[src/rtl/core/gdr_pkg.sv]
// Shared types and constants for the directed graph reachability core.
package gdr_pkg;

  localparam int NODES_DEF = 256;
  localparam int NODE_W = 8;

  localparam logic [1:0] MODE_CLEAR = 2'd0;
  localparam logic [1:0] MODE_ADD   = 2'd1;
  localparam logic [1:0] MODE_QUERY = 2'd2;

  typedef enum logic [2:0] {
    ST_IDLE,
    ST_EDGE,
    ST_LOAD,
    ST_RUN,
    ST_DONE
  } state_t;

  typedef struct packed {
    logic load;
    logic run;
  } srch_ctl_t;

  typedef struct packed {
    logic pick;
    logic quiet;
  } srch_stat_t;

  typedef struct packed {
    logic wr;
    logic clr;
  } mem_ctl_t;

endpackage

[src/rtl/core/gdr_search.sv]
// Reachability search engine: frontier and visited sets, at most one row expansion per cycle.
module gdr_search #(
  parameter int NODES = gdr_pkg::NODES_DEF,
  localparam int AW = $clog2(NODES)
) (
  input  logic                clk,
  input  logic                rst,
  input  gdr_pkg::srch_ctl_t  ctl,
  input  logic [NODES-1:0]    rd_data,
  output gdr_pkg::srch_stat_t stat,
  output logic [AW-1:0]       pick_idx,
  output logic [NODES-1:0]    frontier
);
  import gdr_pkg::*;

  logic [NODES-1:0] visited;
  logic [NODES-1:0] cand;
  logic             pend;

  // Reached but not yet expanded nodes; the lowest one is expanded next.
  assign cand = frontier & ~visited;

  always_comb begin
    pick_idx = '0;
    for (int i = NODES - 1; i >= 0; i--) begin
      if (cand[i]) begin
        pick_idx = AW'(i);
      end
    end
  end

  assign stat.pick  = ctl.run && (cand != '0);
  assign stat.quiet = (cand == '0) && !pend;

  // The row read issued with a pick comes back in the next cycle, while pend is set.
  always_ff @(posedge clk) begin
    if (rst) begin
      frontier <= '0;
      visited  <= '0;
      pend     <= 1'b0;
    end else if (ctl.load) begin
      frontier <= rd_data;
      visited  <= '0;
      pend     <= 1'b0;
    end else if (ctl.run) begin
      if (pend) begin
        frontier <= frontier | rd_data;
      end
      if (stat.pick) begin
        visited[pick_idx] <= 1'b1;
      end
      pend <= stat.pick;
    end
  end

  ap_pick_marks: assert property (@(posedge clk) disable iff (rst)
    stat.pick |=> visited[$past(pick_idx)])
    else $error("expanded node was not marked visited");

  ap_quiet_holds: assert property (@(posedge clk) disable iff (rst)
    (ctl.run && stat.quiet) |=> stat.quiet)
    else $error("search woke up after it went quiet");

  ap_load_clears: assert property (@(posedge clk) disable iff (rst)
    ctl.load |=> (!pend && visited == '0))
    else $error("search load left stale visited state");

endmodule

[config.mk]
export PLATFORM = sky130hd
export DESIGN_NAME = gdr_search
export DESIGN_NICKNAME = d
export VERILOG_FILES = /design/src/rtl/core/gdr_pkg.sv /design/src/rtl/core/gdr_search.sv
export SDC_FILE = /design/constraint.sdc
export NUM_CORES = 1
export LEC_CHECK = 0
export BUFFER_PORTS_ARGS = -buffer_cell sky130_fd_sc_hd__buf_4
export CAP_MARGIN = 20
export CORE_MARGIN = 1.5
export CORE_UTILIZATION = 35
export CTS_CLUSTER_DIAMETER = 50
export CTS_CLUSTER_SIZE = 40
export DETAILED_ROUTE_END_ITERATION = 6
export PLACE_DENSITY = 0.54
export RECOVER_POWER = 25
export SYNTH_ARGS = -nofsm -noshare
export SYNTH_HDL_FRONTEND = slang
export SYNTH_SLANG_ARGS = --single-unit
[constraint.sdc]
create_clock -name clk -period 3.95 [get_ports clk]
set_input_delay 0.79 -clock clk [delete_from_list [all_inputs] [get_ports clk]]
set_output_delay 0.79 -clock clk [all_outputs]
set_load 0.02 [all_outputs]
Word-level counts from Yosys, hierarchy flattened
Cells that the tools add are included.

Flip-flop bits (word level): 513. Input bits: 260. Output and inout port bits: 266. Word-level logic and storage cells: 281.

Order comparisons: 2. Multiplexer cells: 261. Bitwise operators: 4. Reduce and logical (&&, ||, !) cells: 11.

Operators by type and width (number): 8-bit 2-to-1 mux (256); 256-bit 2-to-1 mux (3); 256-bit OR (2); 256-bit bitwise AND (1); 256-bit zero test (1); 256-bit inverter (1); 256-bit nonzero test (1); 8-bit by 9-bit less-than comparator with 1-bit output, second input constant (1); 1-bit demux with 8-bit select (1); 8-bit by 1-bit greater-or-equal comparator with 1-bit output, second input constant (1); 2-bit AND reduction (2); 2-bit nonzero test (2); 1-bit logical AND (3); 2-bit OR reduction (1); 1-bit zero test (1); 1-bit 2-to-1 mux (1).

Longest topological paths before layout
Depth in word-level cells: 263. Mapped depth: 12. Gate-level depth less buffers: 11.

Worst setup path before layout
No wires, ideal clock.

Kind: flip-flop to output port. Start point: reg frontier[146]. End point: out pick_idx[0]. Data arrival time: 2.619 ns. Data required time: 3.160 ns. Setup slack: 0.541 ns. Cell stages (with the launch flop): 11. Buffers on the path: 1. Path through: dfxtp_1 > nor2b_1 > o21ba_2 > o211a_1 > a211oi_1 > nand3_1 > a2111oi_0 > nor4_1 > nor2_2 > inv_2 > buf_4.

Cells in the longest elaborated chain, start to end: 148.

RTL lines: start: declaration (line gdr_search.sv:12) `output logic [NODES-1:0] frontier`; start signal: assignment (line gdr_search.sv:42) `frontier <= rd_data;`; start signal: assignment (line gdr_search.sv:47) `frontier <= frontier | rd_data;`; 256-bit bitwise AND (line gdr_search.sv:21) `assign cand = frontier & ~visited;`; 8-bit 2-to-1 mux (147 in series) (line gdr_search.sv:26) `if (cand[i]) begin`; end: declaration (line gdr_search.sv:11) `output logic [AW-1:0] pick_idx,`.

No other way between the ends.

Worst setup path after layout
Start point: reg frontier[107]. End point: out pick_idx[2].

Cells in the longest elaborated chain, start to end: 109.

RTL lines (line): 256-bit bitwise AND (gdr_search.sv:21); 8-bit 2-to-1 mux (108 in series) (gdr_search.sv:26).

No other way between the ends.

==> out/qor.yml <==
root_buffer: "clkbuf_16"
synth_cells: 2338
status: "finished, violations left"
grt_pass1_wl_mm: 126
rows: 90
r2r-start: "frontier[107]$_SDFFE_PP0P_"
antenna_found_initial: 1
vias_per_cell: 5.53
yosysTopAreaCell: "dfxtp_1"
leakage_nw: 12.6
cp-start-kind: "flop"
finalSetupViolCount: 2
path_class: "reg -> out"
drc_errors: 0
firstDrtPassIters: 5
drt-wirelength-per-cell_um: 22.7
fin_crit_sh_pct: 101
hp-start: "rd_data[196]"
violations: "max-capacitance violations, max-slew violations, negative setup slack"
finalClockSkew_ps: 31.4
grt_max_degree: 232
core_um2: 60500
max_freq_ghz: 0.251
netlist_top_cells_area: "dfxtp_1 48%, a22o_1 12%, nand2b_1 5.0%"
async_reset_ff_share_pct: 0
cts.sinks: 513
hold_viol_final: 0
endpoint: "pick_idx[2]"
final_core_util_pct: 50.0
hold_path.class: "in -> reg"
cts_buffer_depth: 3
vias: 20900
die_x_um: 251
final_antenna_net_count: 0
layout.nets: 3208
die_h_um: 251
ys_types: 90
initial_core_util_pct: 35.5
syn_area_per_cell_um2: 9.18
dieArea_um2: 62900
arrival_ps: 3190
io-pin-count: 526
cts_tree: "built"
overflow: 0
synth.most_common_cell: "dfxtp_1"
worstMarginPinSlew_ps: 1640
num-fill-cells: 5698
yosysWarnings: 0
syn_nets: 2598
gp_congestion: 0.910
vdd_ir_drop_max_mv: 0.344
ys.flop_type: "dfxtp_1"
drive_gt1_share_pct: 33.8
dp_hpwl_mm: 63.7
dr_wl_met2_mm: 40.8
rsz0062_at_grt: "true"
grt_usage_pct: 26.2
routed_wl_mm: 85.6
p_per_area_nw_per_um2: 461
totalPowerFinal_mw: 14.0
slew_headroom_pct: -9.66
yosys.area.top_type_share_pct: 47.8
synth_edf_count: 0
cp.required_ps: 3160
ys_seq_elements: 513
crit_path_start: "frontier[107]$_SDFFE_PP0P_"
layout_min_cycle_time_ps: 3980
hold_buffers: 0
timing.rr.end: "visited[199]$_SDFFE_PP0P_"
path_clk_slew_ps: 70
worstSetupEndpointType: "output pin"
synthesis.area_um2: 21500
cts_max_level: 2
numCtsBuffers: 58
routedLengthMet1_mm: 37.8
first_iter_violations: 1517
diodes: 0
routed.top_layer: "met5"
cp_max_fo: 4
wl_met3_mm: 4.92
io_buffers: 525
synth_common_cells: "513 x dfxtp_1, 304 x a22o_1, 283 x nand2_1"
grt_pass1_vias: 20500
reg2reg_depth: 16
syn2layout_area_growth_pct: 40.9
clk_latency_ps: 640
drv_cap: 1
setup_ws_ps: -33.8
reg2reg_slack_ps: 120
ys_seq_area_share_pct: 47.8
finalMaxSlewViolations: 74
sequential cells by signal, summed over array words and instances (netlist names):
name / cells
frontier: 256
visited: 256
pend: 1
critical path, cell delays in order, from the launching register on:
cell and delay [ps]:
dfxtp_1 340, nor2b_4 160, nor4_4 320, o21ai_1 140, a2111oi_4 390, nand4_1 260
o311ai_2 410, nand2_1 120, and2_4 190, nor2_4 70, buf_6 140
what timing repair did:
item                                    in CTS  in global routing
setup buffers                               44                 17
pin swaps                                   43                 46
endpoints found under the setup margin      10                 49
gates resized for setup                    137                112
how the worst min path moves through the flow:
| stage | endpoint | cells after the start |
|---|---|---|
| after floorplan | visited[135]$_SDFFE_PP0P_ | 2 |
| after global placement | visited[56]$_SDFFE_PP0P_ | 2 |
| after detailed placement | visited[29]$_SDFFE_PP0P_ | 2 |
| after CTS | frontier[69]$_SDFFE_PP0P_ | 2 |
| after global routing | frontier[196]$_SDFFE_PP0P_ | 2 |
| final | frontier[196]$_SDFFE_PP0P_ | 2 |
layer usage:
metal,vias to the layer above,GRT usage [%]
li1,9874,-
met5,-,0
met4,2,7.26
met2,695,43.7
met1,10200,34.9
met3,130,4.27
cell families (layout without fill, tap and decap cells):
logic type / count (synthesis) / after routing / share of synthesized area [%]
DFF: 513 / 513 / 47.8
and+or+nand+nor: 932 / 932 / 23.5
buffers and inverters: 142 / 800 / 2.65
AOI/OAI and AO/OA: 751 / 751 / 26.1
placed cells by master, fill, tap and decap left out, drive strengths merged, types with 35 or more instances in the layout:
master,Yosys,final
a22o,304,304
nand3,39,39
buf,20,667
nor2,81,81
nor2b,164,164
dfxtp,513,513
nand4,41,41
nand2b,172,172
nor4,37,37
nor3,35,35
a21oi,53,53
o21ai,206,206
clkbuf,101,70
nand2,284,284
area by class of cell:
type	count	area, um2	share of cell area (%)
inverter	21	78.8	0.261
clock buffer	66	1550	5.13
tap	782	978	3.23
sequential	513	10300	34.1
clock inverter	42	539	1.78
multi-input combinational	1683	11600	38.4
timing repair buffer	671	5160	17.0
metrics by stage:
stage | worst slack [ps] | TNS [ps] | hold WS, ps | area, um2 | std cells
floorplan | 541 | 0 | 416 | 21500 | 2338
global placement | 41.7 | 0 | 425 | 26700 | 3612
detailed placement | 49.9 | 0 | 433 | 26700 | 3612
CTS | -72.2 | -104 | 326 | 29700 | 3763
global route | -138 | -418 | 336 | 30200 | 3778
finish | -33.8 | -52.1 | 357 | 30200 | 3778
power by group:
group          leakage, nW  switching, mW  internal, mW  total, mW
clock                 1.01           2.52          3.21       5.73
sequential            4.20          0.211          5.35       5.56
combinational         7.40           1.56          1.10       2.67
(Power assumes the default switching activity.)
